**src/dswu_pkg.sv**
```systemverilog
// Shared types, opcodes and microcode program for the data stack word unit.
package dswu_pkg;

    localparam int DEF_STACK_DEPTH = 16;
    localparam int DEF_WORD_WIDTH  = 32;
    localparam int IO_WIDTH        = 32;
    localparam int COUNT_WIDTH     = 5;

    typedef enum logic [2:0] {
        OP_PUSH = 3'd0,
        OP_DROP = 3'd1,
        OP_SWAP = 3'd2,
        OP_OVER = 3'd3,
        OP_ROT  = 3'd4,
        OP_MAX  = 3'd5,
        OP_MIN  = 3'd6
    } op_t;

    typedef enum logic [1:0] {
        ST_DONE  = 2'd0,
        ST_UNDER = 2'd1,
        ST_OVER  = 2'd2
    } status_t;

    // Memory address source
    typedef enum logic [2:0] {
        AS_D    = 3'd0,
        AS_D1   = 3'd1,
        AS_D2   = 3'd2,
        AS_D3   = 3'd3,
        AS_IDX  = 3'd4,
        AS_ZERO = 3'd5
    } addr_sel_t;

    // Memory write data source
    typedef enum logic [1:0] {
        WS_PV   = 2'd0,
        WS_RD   = 2'd1,
        WS_A    = 2'd2,
        WS_BEST = 2'd3
    } wr_sel_t;

    typedef enum logic [1:0] {
        DO_HOLD = 2'd0,
        DO_INC  = 2'd1,
        DO_DEC  = 2'd2,
        DO_ONE  = 2'd3
    } dep_op_t;

    typedef enum logic [1:0] {
        IO_HOLD = 2'd0,
        IO_ONE  = 2'd1,
        IO_INC  = 2'd2
    } idx_op_t;

    typedef enum logic [1:0] {
        J_NONE   = 2'd0,
        J_ALWAYS = 2'd1,
        J_IDX_LT = 2'd2,
        J_IDX_GE = 2'd3
    } jmp_t;

    typedef logic [4:0] upc_t;

    // Microcode addresses
    localparam upc_t UA_PUSH  = 5'd0;
    localparam upc_t UA_DROP  = 5'd1;
    localparam upc_t UA_SWAP0 = 5'd2;
    localparam upc_t UA_SWAP1 = 5'd3;
    localparam upc_t UA_SWAP2 = 5'd4;
    localparam upc_t UA_SWAP3 = 5'd5;
    localparam upc_t UA_OVER0 = 5'd6;
    localparam upc_t UA_OVER1 = 5'd7;
    localparam upc_t UA_ROT0  = 5'd8;
    localparam upc_t UA_ROT1  = 5'd9;
    localparam upc_t UA_ROT2  = 5'd10;
    localparam upc_t UA_ROT3  = 5'd11;
    localparam upc_t UA_ROT4  = 5'd12;
    localparam upc_t UA_ROT5  = 5'd13;
    localparam upc_t UA_SCAN0 = 5'd14;
    localparam upc_t UA_SCAN1 = 5'd15;
    localparam upc_t UA_SCAN2 = 5'd16;
    localparam upc_t UA_SCAN3 = 5'd17;
    localparam upc_t UA_FIN0  = 5'd18;
    localparam upc_t UA_FIN1  = 5'd19;

    typedef struct packed {
        addr_sel_t addr_sel;
        logic      mem_rd;
        logic      mem_wr;
        wr_sel_t   wr_sel;
        logic      ld_a;
        logic      ld_best;
        logic      cmp_upd;
        dep_op_t   dep_op;
        idx_op_t   idx_op;
        jmp_t      jmp;
        upc_t      target;
        logic      done;
    } ctrl_t;

    // Flags returned from the datapath to the sequencer
    typedef struct packed {
        logic idx_lt_d;
    } flags_t;

    localparam ctrl_t CTRL_IDLE = ctrl_t'('0);

    // Control store: one control word per step
    function automatic ctrl_t ucode_rom(upc_t upc);
        ctrl_t c;
        c = CTRL_IDLE;
        case (upc)
            UA_PUSH:
            begin
                c.addr_sel = AS_D;   c.mem_wr = 1'b1; c.wr_sel = WS_PV;
                c.dep_op = DO_INC;   c.jmp = J_ALWAYS; c.target = UA_FIN0;
            end
            UA_DROP:
            begin
                c.dep_op = DO_DEC;   c.jmp = J_ALWAYS; c.target = UA_FIN0;
            end
            UA_SWAP0:
            begin
                c.addr_sel = AS_D1;  c.mem_rd = 1'b1;
            end
            UA_SWAP1:
            begin
                c.addr_sel = AS_D2;  c.mem_rd = 1'b1; c.ld_a = 1'b1;
            end
            UA_SWAP2:
            begin
                c.addr_sel = AS_D1;  c.mem_wr = 1'b1; c.wr_sel = WS_RD;
            end
            UA_SWAP3:
            begin
                c.addr_sel = AS_D2;  c.mem_wr = 1'b1; c.wr_sel = WS_A;
                c.jmp = J_ALWAYS;    c.target = UA_FIN0;
            end
            UA_OVER0:
            begin
                c.addr_sel = AS_D2;  c.mem_rd = 1'b1;
            end
            UA_OVER1:
            begin
                c.addr_sel = AS_D;   c.mem_wr = 1'b1; c.wr_sel = WS_RD;
                c.dep_op = DO_INC;   c.jmp = J_ALWAYS; c.target = UA_FIN0;
            end
            UA_ROT0:
            begin
                c.addr_sel = AS_D3;  c.mem_rd = 1'b1;
            end
            UA_ROT1:
            begin
                c.addr_sel = AS_D2;  c.mem_rd = 1'b1; c.ld_a = 1'b1;
            end
            UA_ROT2:
            begin
                c.addr_sel = AS_D3;  c.mem_wr = 1'b1; c.wr_sel = WS_RD;
            end
            UA_ROT3:
            begin
                c.addr_sel = AS_D1;  c.mem_rd = 1'b1;
            end
            UA_ROT4:
            begin
                c.addr_sel = AS_D2;  c.mem_wr = 1'b1; c.wr_sel = WS_RD;
            end
            UA_ROT5:
            begin
                c.addr_sel = AS_D1;  c.mem_wr = 1'b1; c.wr_sel = WS_A;
                c.jmp = J_ALWAYS;    c.target = UA_FIN0;
            end
            UA_SCAN0:
            begin
                c.addr_sel = AS_ZERO; c.mem_rd = 1'b1; c.idx_op = IO_ONE;
            end
            UA_SCAN1:
            begin
                c.addr_sel = AS_IDX; c.mem_rd = 1'b1; c.ld_best = 1'b1;
                c.idx_op = IO_INC;   c.jmp = J_IDX_GE; c.target = UA_SCAN3;
            end
            UA_SCAN2:
            begin
                c.addr_sel = AS_IDX; c.mem_rd = 1'b1; c.cmp_upd = 1'b1;
                c.idx_op = IO_INC;   c.jmp = J_IDX_LT; c.target = UA_SCAN2;
            end
            UA_SCAN3:
            begin
                c.addr_sel = AS_ZERO; c.mem_wr = 1'b1; c.wr_sel = WS_BEST;
                c.dep_op = DO_ONE;   c.jmp = J_ALWAYS; c.target = UA_FIN0;
            end
            UA_FIN0:
            begin
                c.addr_sel = AS_D1;  c.mem_rd = 1'b1;
            end
            UA_FIN1:
            begin
                c.done = 1'b1;
            end
            default:
            begin
                c = CTRL_IDLE;
            end
        endcase
        return c;
    endfunction

    // Dispatch table: first step of each operation
    function automatic upc_t entry_point(op_t op);
        upc_t ua;
        case (op)
            OP_PUSH: ua = UA_PUSH;
            OP_DROP: ua = UA_DROP;
            OP_SWAP: ua = UA_SWAP0;
            OP_OVER: ua = UA_OVER0;
            OP_ROT:  ua = UA_ROT0;
            OP_MAX:  ua = UA_SCAN0;
            OP_MIN:  ua = UA_SCAN0;
            default: ua = UA_FIN0;
        endcase
        return ua;
    endfunction

endpackage

```
**src/dswu_seq.sv**
```systemverilog
// Microcode sequencer: step counter, control store lookup and jumps.
module dswu_seq (
    input  logic             clk,
    input  logic             rst_n,
    input  logic             start,
    input  dswu_pkg::upc_t   entry,
    input  dswu_pkg::flags_t flags,
    input  logic             hold,
    output dswu_pkg::ctrl_t  ctrl,
    output logic             busy
);
    import dswu_pkg::*;

    upc_t  upc_reg;
    upc_t  upc_next;
    logic  busy_reg;
    logic  busy_next;
    ctrl_t rom_word;
    logic  taken;

    // Look up the current control word and resolve the jump condition
    always_comb
    begin
        rom_word = ucode_rom(upc_reg);
        case (rom_word.jmp)
            J_NONE:   taken = 1'b0;
            J_ALWAYS: taken = 1'b1;
            J_IDX_LT: taken = flags.idx_lt_d;
            J_IDX_GE: taken = !flags.idx_lt_d;
            default:  taken = 1'b0;
        endcase
    end

    // Advance the step counter; hold on the last step while the output is full
    always_comb
    begin
        upc_next  = upc_reg;
        busy_next = busy_reg;
        if (start)
        begin
            upc_next  = entry;
            busy_next = 1'b1;
        end
        else if (busy_reg)
        begin
            if (rom_word.done)
            begin
                if (!hold)
                begin
                    busy_next = 1'b0;
                end
            end
            else if (taken)
            begin
                upc_next = rom_word.target;
            end
            else
            begin
                upc_next = upc_reg + upc_t'(1);
            end
        end
    end

    always_ff @(posedge clk or negedge rst_n)
    begin
        if (!rst_n)
        begin
            upc_reg  <= UA_FIN1;
            busy_reg <= 1'b0;
        end
        else
        begin
            upc_reg  <= upc_next;
            busy_reg <= busy_next;
        end
    end

    assign ctrl = busy_reg ? rom_word : CTRL_IDLE;
    assign busy = busy_reg;

endmodule

```
**src/dswu_dpath.sv**
```systemverilog
// Stack datapath: entry memory, depth counter, temporaries and scan compare.
module dswu_dpath #(
    parameter int STACK_DEPTH = dswu_pkg::DEF_STACK_DEPTH,
    parameter int WORD_WIDTH  = dswu_pkg::DEF_WORD_WIDTH
) (
    input  logic                                 clk,
    input  logic                                 rst_n,
    input  logic                                 start,
    input  logic [2:0]                           mode,
    input  logic signed [dswu_pkg::IO_WIDTH-1:0] push_value,
    input  dswu_pkg::ctrl_t                      ctrl,
    output dswu_pkg::flags_t                     flags,
    output logic                                 refuse,
    output logic signed [dswu_pkg::IO_WIDTH-1:0] top_word,
    output logic                                 top_nonempty,
    output logic [dswu_pkg::COUNT_WIDTH-1:0]     count,
    output logic [1:0]                           status_code
);
    import dswu_pkg::*;

    localparam int AW = $clog2(STACK_DEPTH);
    localparam int DW = $clog2(STACK_DEPTH + 1);

    logic [WORD_WIDTH-1:0] store_mem [STACK_DEPTH];
    logic [WORD_WIDTH-1:0] rd_data_reg;
    logic [WORD_WIDTH-1:0] pv_reg;
    logic [WORD_WIDTH-1:0] a_reg;
    logic [WORD_WIDTH-1:0] best_reg;
    logic [DW-1:0]         depth_reg;
    logic [DW-1:0]         depth_next;
    logic [DW-1:0]         idx_reg;
    logic [DW-1:0]         idx_next;
    logic                  is_max_reg;
    status_t               status_reg;
    status_t               status_calc;
    logic [DW-1:0]         addr_full;
    logic [AW-1:0]         mem_addr;
    logic [WORD_WIDTH-1:0] wr_data;
    logic                  full;
    logic                  take;
    logic [WORD_WIDTH+IO_WIDTH-1:0]    pv_ext;
    logic [WORD_WIDTH+IO_WIDTH-1:0]    top_ext;
    logic [DW+COUNT_WIDTH-1:0]         cnt_ext;

    // Check entry requirements of the incoming transaction
    always_comb
    begin
        full = (depth_reg >= DW'(STACK_DEPTH));
        case (op_t'(mode))
            OP_PUSH: status_calc = full ? ST_OVER : ST_DONE;
            OP_DROP,
            OP_MAX,
            OP_MIN:  status_calc = (depth_reg < DW'(1)) ? ST_UNDER : ST_DONE;
            OP_SWAP: status_calc = (depth_reg < DW'(2)) ? ST_UNDER : ST_DONE;
            OP_OVER: status_calc = (depth_reg < DW'(2)) ? ST_UNDER :
                                   (full ? ST_OVER : ST_DONE);
            OP_ROT:  status_calc = (depth_reg < DW'(3)) ? ST_UNDER : ST_DONE;
            default: status_calc = ST_DONE;
        endcase
    end
    assign refuse = (status_calc != ST_DONE);

    // Select the memory address
    always_comb
    begin
        case (ctrl.addr_sel)
            AS_D:    addr_full = depth_reg;
            AS_D1:   addr_full = depth_reg - DW'(1);
            AS_D2:   addr_full = depth_reg - DW'(2);
            AS_D3:   addr_full = depth_reg - DW'(3);
            AS_IDX:  addr_full = idx_reg;
            AS_ZERO: addr_full = '0;
            default: addr_full = '0;
        endcase
    end
    assign mem_addr = addr_full[AW-1:0];

    // Select the memory write data
    always_comb
    begin
        case (ctrl.wr_sel)
            WS_PV:   wr_data = pv_reg;
            WS_RD:   wr_data = rd_data_reg;
            WS_A:    wr_data = a_reg;
            WS_BEST: wr_data = best_reg;
            default: wr_data = pv_reg;
        endcase
    end

    // Signed compare for the max/min scan
    assign take = is_max_reg ? ($signed(rd_data_reg) > $signed(best_reg))
                             : ($signed(rd_data_reg) < $signed(best_reg));

    // Update depth and scan index
    always_comb
    begin
        case (ctrl.dep_op)
            DO_HOLD: depth_next = depth_reg;
            DO_INC:  depth_next = depth_reg + DW'(1);
            DO_DEC:  depth_next = depth_reg - DW'(1);
            DO_ONE:  depth_next = DW'(1);
            default: depth_next = depth_reg;
        endcase
        case (ctrl.idx_op)
            IO_HOLD: idx_next = idx_reg;
            IO_ONE:  idx_next = DW'(1);
            IO_INC:  idx_next = idx_reg + DW'(1);
            default: idx_next = idx_reg;
        endcase
    end

    assign pv_ext = {{WORD_WIDTH{push_value[IO_WIDTH-1]}}, push_value};

    // Single-port entry memory with registered read
    always_ff @(posedge clk)
    begin
        if (ctrl.mem_wr)
        begin
            store_mem[mem_addr] <= wr_data;
        end
        if (ctrl.mem_rd)
        begin
            rd_data_reg <= store_mem[mem_addr];
        end
    end

    // Capture operands and temporaries
    always_ff @(posedge clk)
    begin
        if (start)
        begin
            pv_reg <= pv_ext[WORD_WIDTH-1:0];
        end
        if (ctrl.ld_a)
        begin
            a_reg <= rd_data_reg;
        end
        if (ctrl.ld_best || (ctrl.cmp_upd && take))
        begin
            best_reg <= rd_data_reg;
        end
        idx_reg <= idx_next;
    end

    // Control state
    always_ff @(posedge clk or negedge rst_n)
    begin
        if (!rst_n)
        begin
            depth_reg  <= '0;
            status_reg <= ST_DONE;
            is_max_reg <= 1'b0;
        end
        else
        begin
            depth_reg <= depth_next;
            if (start)
            begin
                status_reg <= status_calc;
                is_max_reg <= (op_t'(mode) == OP_MAX);
            end
        end
    end

    // Format the result fields
    assign flags.idx_lt_d = (idx_reg < depth_reg);
    assign top_nonempty   = (depth_reg != '0);
    assign top_ext        = {{IO_WIDTH{rd_data_reg[WORD_WIDTH-1]}}, rd_data_reg};
    assign top_word       = top_nonempty ? top_ext[IO_WIDTH-1:0] : '0;
    assign cnt_ext        = (DW + COUNT_WIDTH)'(depth_reg);
    assign count          = cnt_ext[COUNT_WIDTH-1:0];
    assign status_code    = status_reg;

endmodule

```
**src/data_stack_word_unit.sv**
```systemverilog
// Throughput: one transaction at a time; the scan loop reads one entry per cycle from
// the single-port stack memory, so max/min takes longest when the stack is full.
// A finished result waits in the output register while the next transaction starts.
// Reset (rst_n low, asynchronous) empties the stack and clears the sequencer;
// stack memory contents are not cleared.
module data_stack_word_unit #(
    parameter int STACK_DEPTH = dswu_pkg::DEF_STACK_DEPTH,
    parameter int WORD_WIDTH  = dswu_pkg::DEF_WORD_WIDTH
) (
    input  logic                                 clk,
    input  logic                                 rst_n,
    input  logic                                 in_valid,
    output logic                                 in_stall,
    input  logic [2:0]                           mode,
    input  logic signed [dswu_pkg::IO_WIDTH-1:0] push_value,
    output logic                                 out_valid,
    input  logic                                 out_stall,
    output logic signed [dswu_pkg::IO_WIDTH-1:0] top_value,
    output logic                                 top_valid,
    output logic [dswu_pkg::COUNT_WIDTH-1:0]     entry_count,
    output logic [1:0]                           status
);
    import dswu_pkg::*;

    ctrl_t  ctrl;
    flags_t flags;
    logic   busy;
    logic   start;
    logic   refuse;
    logic   hold;
    logic   load;
    upc_t   entry;

    logic signed [IO_WIDTH-1:0] top_word;
    logic                       top_nonempty;
    logic [COUNT_WIDTH-1:0]     count;
    logic [1:0]                 status_code;

    logic                       out_valid_reg;
    logic                       out_valid_next;
    logic signed [IO_WIDTH-1:0] top_value_reg;
    logic                       top_valid_reg;
    logic [COUNT_WIDTH-1:0]     entry_count_reg;
    logic [1:0]                 status_reg;

    // Accept a transaction when the sequencer is idle
    assign in_stall = busy;
    assign start    = in_valid && !busy;
    assign entry    = refuse ? UA_FIN0 : entry_point(op_t'(mode));

    // Hold the final step while the output register cannot take a result
    assign hold = out_valid_reg && out_stall;
    assign load = ctrl.done && !hold;

    dswu_seq u_seq (
        .clk   (clk),
        .rst_n (rst_n),
        .start (start),
        .entry (entry),
        .flags (flags),
        .hold  (hold),
        .ctrl  (ctrl),
        .busy  (busy)
    );

    dswu_dpath #(
        .STACK_DEPTH (STACK_DEPTH),
        .WORD_WIDTH  (WORD_WIDTH)
    ) u_dpath (
        .clk          (clk),
        .rst_n        (rst_n),
        .start        (start),
        .mode         (mode),
        .push_value   (push_value),
        .ctrl         (ctrl),
        .flags        (flags),
        .refuse       (refuse),
        .top_word     (top_word),
        .top_nonempty (top_nonempty),
        .count        (count),
        .status_code  (status_code)
    );

    // Output register valid
    always_comb
    begin
        if (load)
        begin
            out_valid_next = 1'b1;
        end
        else if (out_stall)
        begin
            out_valid_next = out_valid_reg;
        end
        else
        begin
            out_valid_next = 1'b0;
        end
    end

    always_ff @(posedge clk or negedge rst_n)
    begin
        if (!rst_n)
        begin
            out_valid_reg <= 1'b0;
        end
        else
        begin
            out_valid_reg <= out_valid_next;
        end
    end

    // Output register payload
    always_ff @(posedge clk)
    begin
        if (load)
        begin
            top_value_reg   <= top_word;
            top_valid_reg   <= top_nonempty;
            entry_count_reg <= count;
            status_reg      <= status_code;
        end
    end

    assign out_valid   = out_valid_reg;
    assign top_value   = top_value_reg;
    assign top_valid   = top_valid_reg;
    assign entry_count = entry_count_reg;
    assign status      = status_reg;

endmodule
```
**config.mk**
```make
export PLATFORM = sky130hd
export DESIGN_NAME = data_stack_word_unit
export DESIGN_NICKNAME = d
export VERILOG_FILES = /design/src/dswu_pkg.sv /design/src/dswu_seq.sv /design/src/dswu_dpath.sv /design/src/data_stack_word_unit.sv
export SDC_FILE = /design/constraint.sdc
export NUM_CORES = 1
export LEC_CHECK = 0
export BUFFER_PORTS_ARGS = -buffer_cell sky130_fd_sc_hd__buf_2
export CORE_MARGIN = 8
export CORE_UTILIZATION = 55
export CTS_CLUSTER_SIZE = 8
export DETAILED_ROUTE_END_ITERATION = 10
export PLACE_DENSITY = 0.72
export SYNTH_ARGS = -nofsm -noshare
export SYNTH_HDL_FRONTEND = slang
export SYNTH_SLANG_ARGS = --single-unit
```
**constraint.sdc**
```tcl
create_clock -name clk -period 9.69 [get_ports clk]
set_input_delay 0.4845 -clock clk [delete_from_list [all_inputs] [get_ports clk]]
set_output_delay 0.4845 -clock clk [all_outputs]
set_load 0.01 [all_outputs]
```
After elaboration in Yosys (flattened, before gate mapping) --
Memory sizes are Yosys's and may differ from the RTL's. A register that Yosys moved wholly into a read port is not among the register bits. Cells that the tools add are included.
Word-level totals: memories kept 1, output and inout port bits 42, memory bits (read-only) 0, flip-flop bits (word level) 156, latch bits 0, bits in writable memories 512
Memory list:
- u_dpath.store_mem | depth 16, width 32, read ports 1, clocked after memory_dff 1, write ports 1, RTL line dswu_dpath.sv:24 | logic [WORD_WIDTH-1:0] store_mem [STACK_DEPTH];
Operators by class: reductions and logical operators 32, bitwise logic cells 0, shift operators 0, add/sub/neg operators 6, $mul 0, $lt $le $gt $ge 7, divide/modulo/power cells 0, mux-type cells 37, equal/unequal tests 42
Operator list (number):
- $pmux 32 s4 | 1
- $eq 5x4->1 const B | 8
- $gt 32x32->1 | 1
- $lt 32x32->1 | 1
- $pmux 5 s6 | 1
- $mux 5 | 5
- $mux 22 | 1
- $pmux 7 s3 | 1
- $eq 5x3->1 const B | 4
- $eq 5x5->1 const B | 4
- $pmux 4 s5 | 1
- $mux 1 | 17
- $add 5x1->5 const B | 3
- $pmux 3 s5 | 1
- $pmux 5 s3 | 1
- $eq 2x2->1 const B | 7
- $reduce_or 2->1 | 7
- $eq 3x2->1 const B | 4
- $eq 3x3->1 const B | 4
- $pmux 3 s4 | 1
- $eq 5x2->1 const B | 2
- $lt 5x2->1 const B | 2
- $pmux 2 s5 | 1
- $pmux 5 s2 | 1
- other kinds (28) | 45

Logic depth before layout (Yosys ltp) --
depth after elaboration 9, depth in mapped cells 15, mapped depth without buffers 11

Cells and area by module --
From an unflattened synthesis, not the netlist that was laid out.
Unflattened totals: cell total of the unflattened synthesis 1720, area, all modules 28468.6 um2
By module, submodules not included:
- dswu_dpath | instances 1, area each 26220.1 um2, cells an instance 1538
- data_stack_word_unit | instances 1, area each 1316.3 um2, cells an instance 53
- dswu_seq | instances 1, area each 932.1 um2, cells an instance 129

Worst setup path after synthesis --
No wires, ideal clock.
path type reg-to-reg, start point register u_seq.upc_reg[0], end point memory u_dpath.store_mem[12][0] (netlist name), enable pin, path buffers 5, stages on the path, launching flop included 16, period minus slack after synthesis 4.993 ns, required time 9.269 ns, setup slack 4.697 ns, data arrival time 4.572 ns, cells stage by stage dfstp_2 inv_1 ha_1 and4b_1 a2111oi_4 nand2b_1 buf_4 mux2i_1 o221ai_1 buf_2 buf_4 buf_4 buf_4 nor2_1 nand2_1 nor2_1
On the way: word-level cells in the longest chain between the ends 6
Ends and longest elaborated chain:
- start: declaration | RTL line dswu_seq.sv:14 | upc_t upc_reg;
- start signal: assignment | RTL line dswu_seq.sv:73 | upc_reg <= upc_next;
- $eq 5x2->1 (tied with other cells) | RTL line dswu_pkg.sv:113 | case (upc)
- $reduce_or 5->1 (no source line) (tied with other cells)
- $pmux 3 s5 or $pmux 3 s4 (tied branches) | RTL line dswu_pkg.sv:113
- $mux 22 * | RTL line dswu_seq.sv:78 | assign ctrl = busy_reg ? rom_word : CTRL_IDLE;
- $eq 3x3->1 (tied with other cells) | RTL line dswu_dpath.sv:66 | case (ctrl.addr_sel)
- $pmux 4 s5 or $mux 1 (tied branches) | RTL line dswu_dpath.sv:66, dswu_dpath.sv:119
- end: declaration | RTL line dswu_dpath.sv:24
Mark *: on every way between the ends. The rest lies on a longest branch, timed or not.

Worst setup path after layout --
start point register u_seq.upc_reg[0], end point memory u_dpath.store_mem[3][9] (netlist name), enable pin
The elaborated chain is that of the path after synthesis.

==> results.toml <==
[drt]
drtAntennaViolNets = 0
vias = 17900
avgRoutedWirePerCell_um = 26.4
drt_first_pass_iters = 6
viasPerCell = 6.62
first_iter_violations = 2342
drc_errors = 0
wirelength_um = 71500

[yosys]
synth-edff-count = 685
syn_avg_cell_area_um2 = 14.9
synthesis.nets = 2014
yosys.cell_types.count = 68
synth.top_cell.area_share = 0.719
ys_warn_count = 0
synth-main-ff-cell = "edfxtp_1"
synth_top_area_cell = "edfxtp_1"
async_reset_ff_frac = 0.0214
synth-seq-cells = 700
ys_seq_area_frac = 0.733
synthTopCellsByArea = "edfxtp_1 (72%), nand2_1 (3.1%), a21oi_1 (2.8%)"
syn_area_um2 = 28600
syn_inst = 1925

[global_routing]
grt.overflow.total = 0
antenna_found_initial = 0
grt_pass1_vias = 18100
grt_usage = 0.236
grt_pass1_wl_um = 109000
grt_max_degree = 81

[sta]
slew_violations = 0
tns_ns = 0
fin_skew_ns = 0.0284
rsz0062_at_grt = "no"
worst_pin_slew_ns = 1.29
final-setup-viol-count = 0
timing.final.crit_share = 0.624
slew_headroom = 0.136
fin_crit_ns = 6.05
max_freq_ghz = 0.165
finalHoldViolCount = 0

[critical_path]
cp-end-kind = "flop"
crit_type = "reg -> reg"
critPathBufInv = 2
crit_chain = "inv_1 -> ha_1 -> and4b_1 -> a2111oi_4 -> nand2b_1 -> mux2i_1 -> o221a_2 -> buf_4 -> nor2_4 -> nand2_1 -> nor2_4"
rrSetupSlack_ns = 3.64
cp_slowest_cell = "nor2_4"
worst_path_most_repeated_cell = "nor2_4"
crit_path_start = "u_seq.upc_reg[0]"
cp_slowest_stage_delay_ns = 1.03
reg2reg_depth = 11
cp_data_arrival_time_ns = 6.29
critPathLaunchType = "flop"
rr_endpoint = "u_dpath.store_mem[3][9]"
crit_fanout = 48
r2r-start = "u_seq.upc_reg[0]"
path_delay_family = "simple AND/OR/NAND/NOR gates"
worstPathRequired_ns = 9.93

[die]
fp.dieW_um = 244
row_count = 83
start_util = 0.556
die_h_um = 244
core_um2 = 51400
fp.dieArea_um2 = 59500
io_pins = 81

[final_layout]
final_cell_mix = "edfxtp_1 (685), nand2_1 (231), a21oi_1 (156)"
nets = 2104
antenna_cells = 0
area_growth_pct = 13.3
largest_register_ffs = 512
fin_cells = 2709
drive_gt1_frac = 0.148
regMostFlops = "u_dpath.store_mem"
final_common_cell = "edfxtp_1"

[status]
outcome = "completed"

[clock_tree]
htreeDepth = 3
post-cts-setup-buffers = 0
clk_latency_ns = 0.65
cts_resized = 0
root_buffer = "clkbuf_16"
postCtsHoldBufs = 5
clock-sinks = 700
clkTransAtPathRegs_ns = 0.05
cts_tree = "done"
cts_made_buffers = 97
cts_buffer_depth = 3

[place]
dpl.hpwl_um = 41300
io_buffers = 80
dp_cells = 2591
place_congestion = 0.912

[min_path]
worstHoldPathCells = 1
hp-class = "in -> reg"
worstHoldStart = "push_value[21]"
hold_path_end = "u_dpath.pv_reg[21]"

[flow_run]
cap_violations = 0
## how the worst max path moves through the flow
stage | endpoint | slack (ns) | cells past startpoint
after global placement | u_dpath.store_mem[3][6] | 3.92 | 11
after CTS | u_dpath.store_mem[3][22] | 3.71 | 11
after detailed placement | u_dpath.store_mem[3][9] | 3.73 | 11
after global routing | u_dpath.store_mem[3][14] | 3.37 | 11
after floorplan | u_dpath.store_mem[12][0] | 4.70 | 15
final | u_dpath.store_mem[3][9] | 3.64 | 11
## cells by family (layout without fill, tap and decap cells)
logic type                 count (synthesis)  count (layout)  synth area share
adders and majority gates                 50              50            0.0219
AOI/OAI and AO/OA                        496             496             0.127
xor gates and xnor gates                  12              12           0.00368
and+or+nand+nor                          447             447            0.0716
muxes                                     39              39            0.0152
DFF                                      700             700             0.733
buffers and inverters                    181             285            0.0280
## stage by stage
| step | hold slack [ns] | util | instance area, µm² | setup WS (ns) |
|---|---|---|---|---|
| finish | 0.0277 | 0.630 | 32400 | 3.64 |
| global placement | 0.407 | 0.579 | 29700 | 3.92 |
| detailed placement | 0.427 | 0.579 | 29700 | 3.73 |
| global route | 0.0118 | 0.630 | 32400 | 3.37 |
| CTS | 0.0000447 | 0.630 | 32400 | 3.71 |
| floorplan | 0.189 | - | 28600 | 4.70 |
## layer usage
metal  vias to the layer above  wire length [µm]  global-route usage  part of all wire
met5                         -                 0                   0                 0
met4                         0              2290              0.0974             0.032
met3                       154              7870              0.0517              0.11
met2                      1067             33400               0.369              0.47
met1                      8961             28000               0.319              0.39
li1                       7761                 -                   -                 -
## layout make-up
cell class,instances,area (µm²)
clock buffers,106,2480
clock inverters,7,123
fillers,3550,19000
inverters,53,199
multi-input cells,1044,7090
flip-flops and latches,700,20900
well taps,680,851
repair buffers,119,706
## worst register-to-register path: stages (launching register included)
cell and delay (ns):
dfstp_2 0.58, inv_1 0.09, ha_1 0.29, and4b_1 0.28, a2111oi_4 0.62, nand2b_1 0.41, mux2i_1 0.21, o221a_2 0.29
buf_4 0.30, nor2_4 1.04, nand2_1 0.53, nor2_4 0.98
## cells in the mapped netlist (all sizes together) (35+ instances only)
library cell and count:
a221oi 66, nand2 233, nor2 55, clkbuf 69
nand3 47, ha 50, o21ai 53, mux2 35
and3 37, inv 53, edfxtp 685, a21oi 158
buf 59
Power is not shown: default switching activity piles up to over one toggle a cycle in this logic, so the estimate is an artifact.
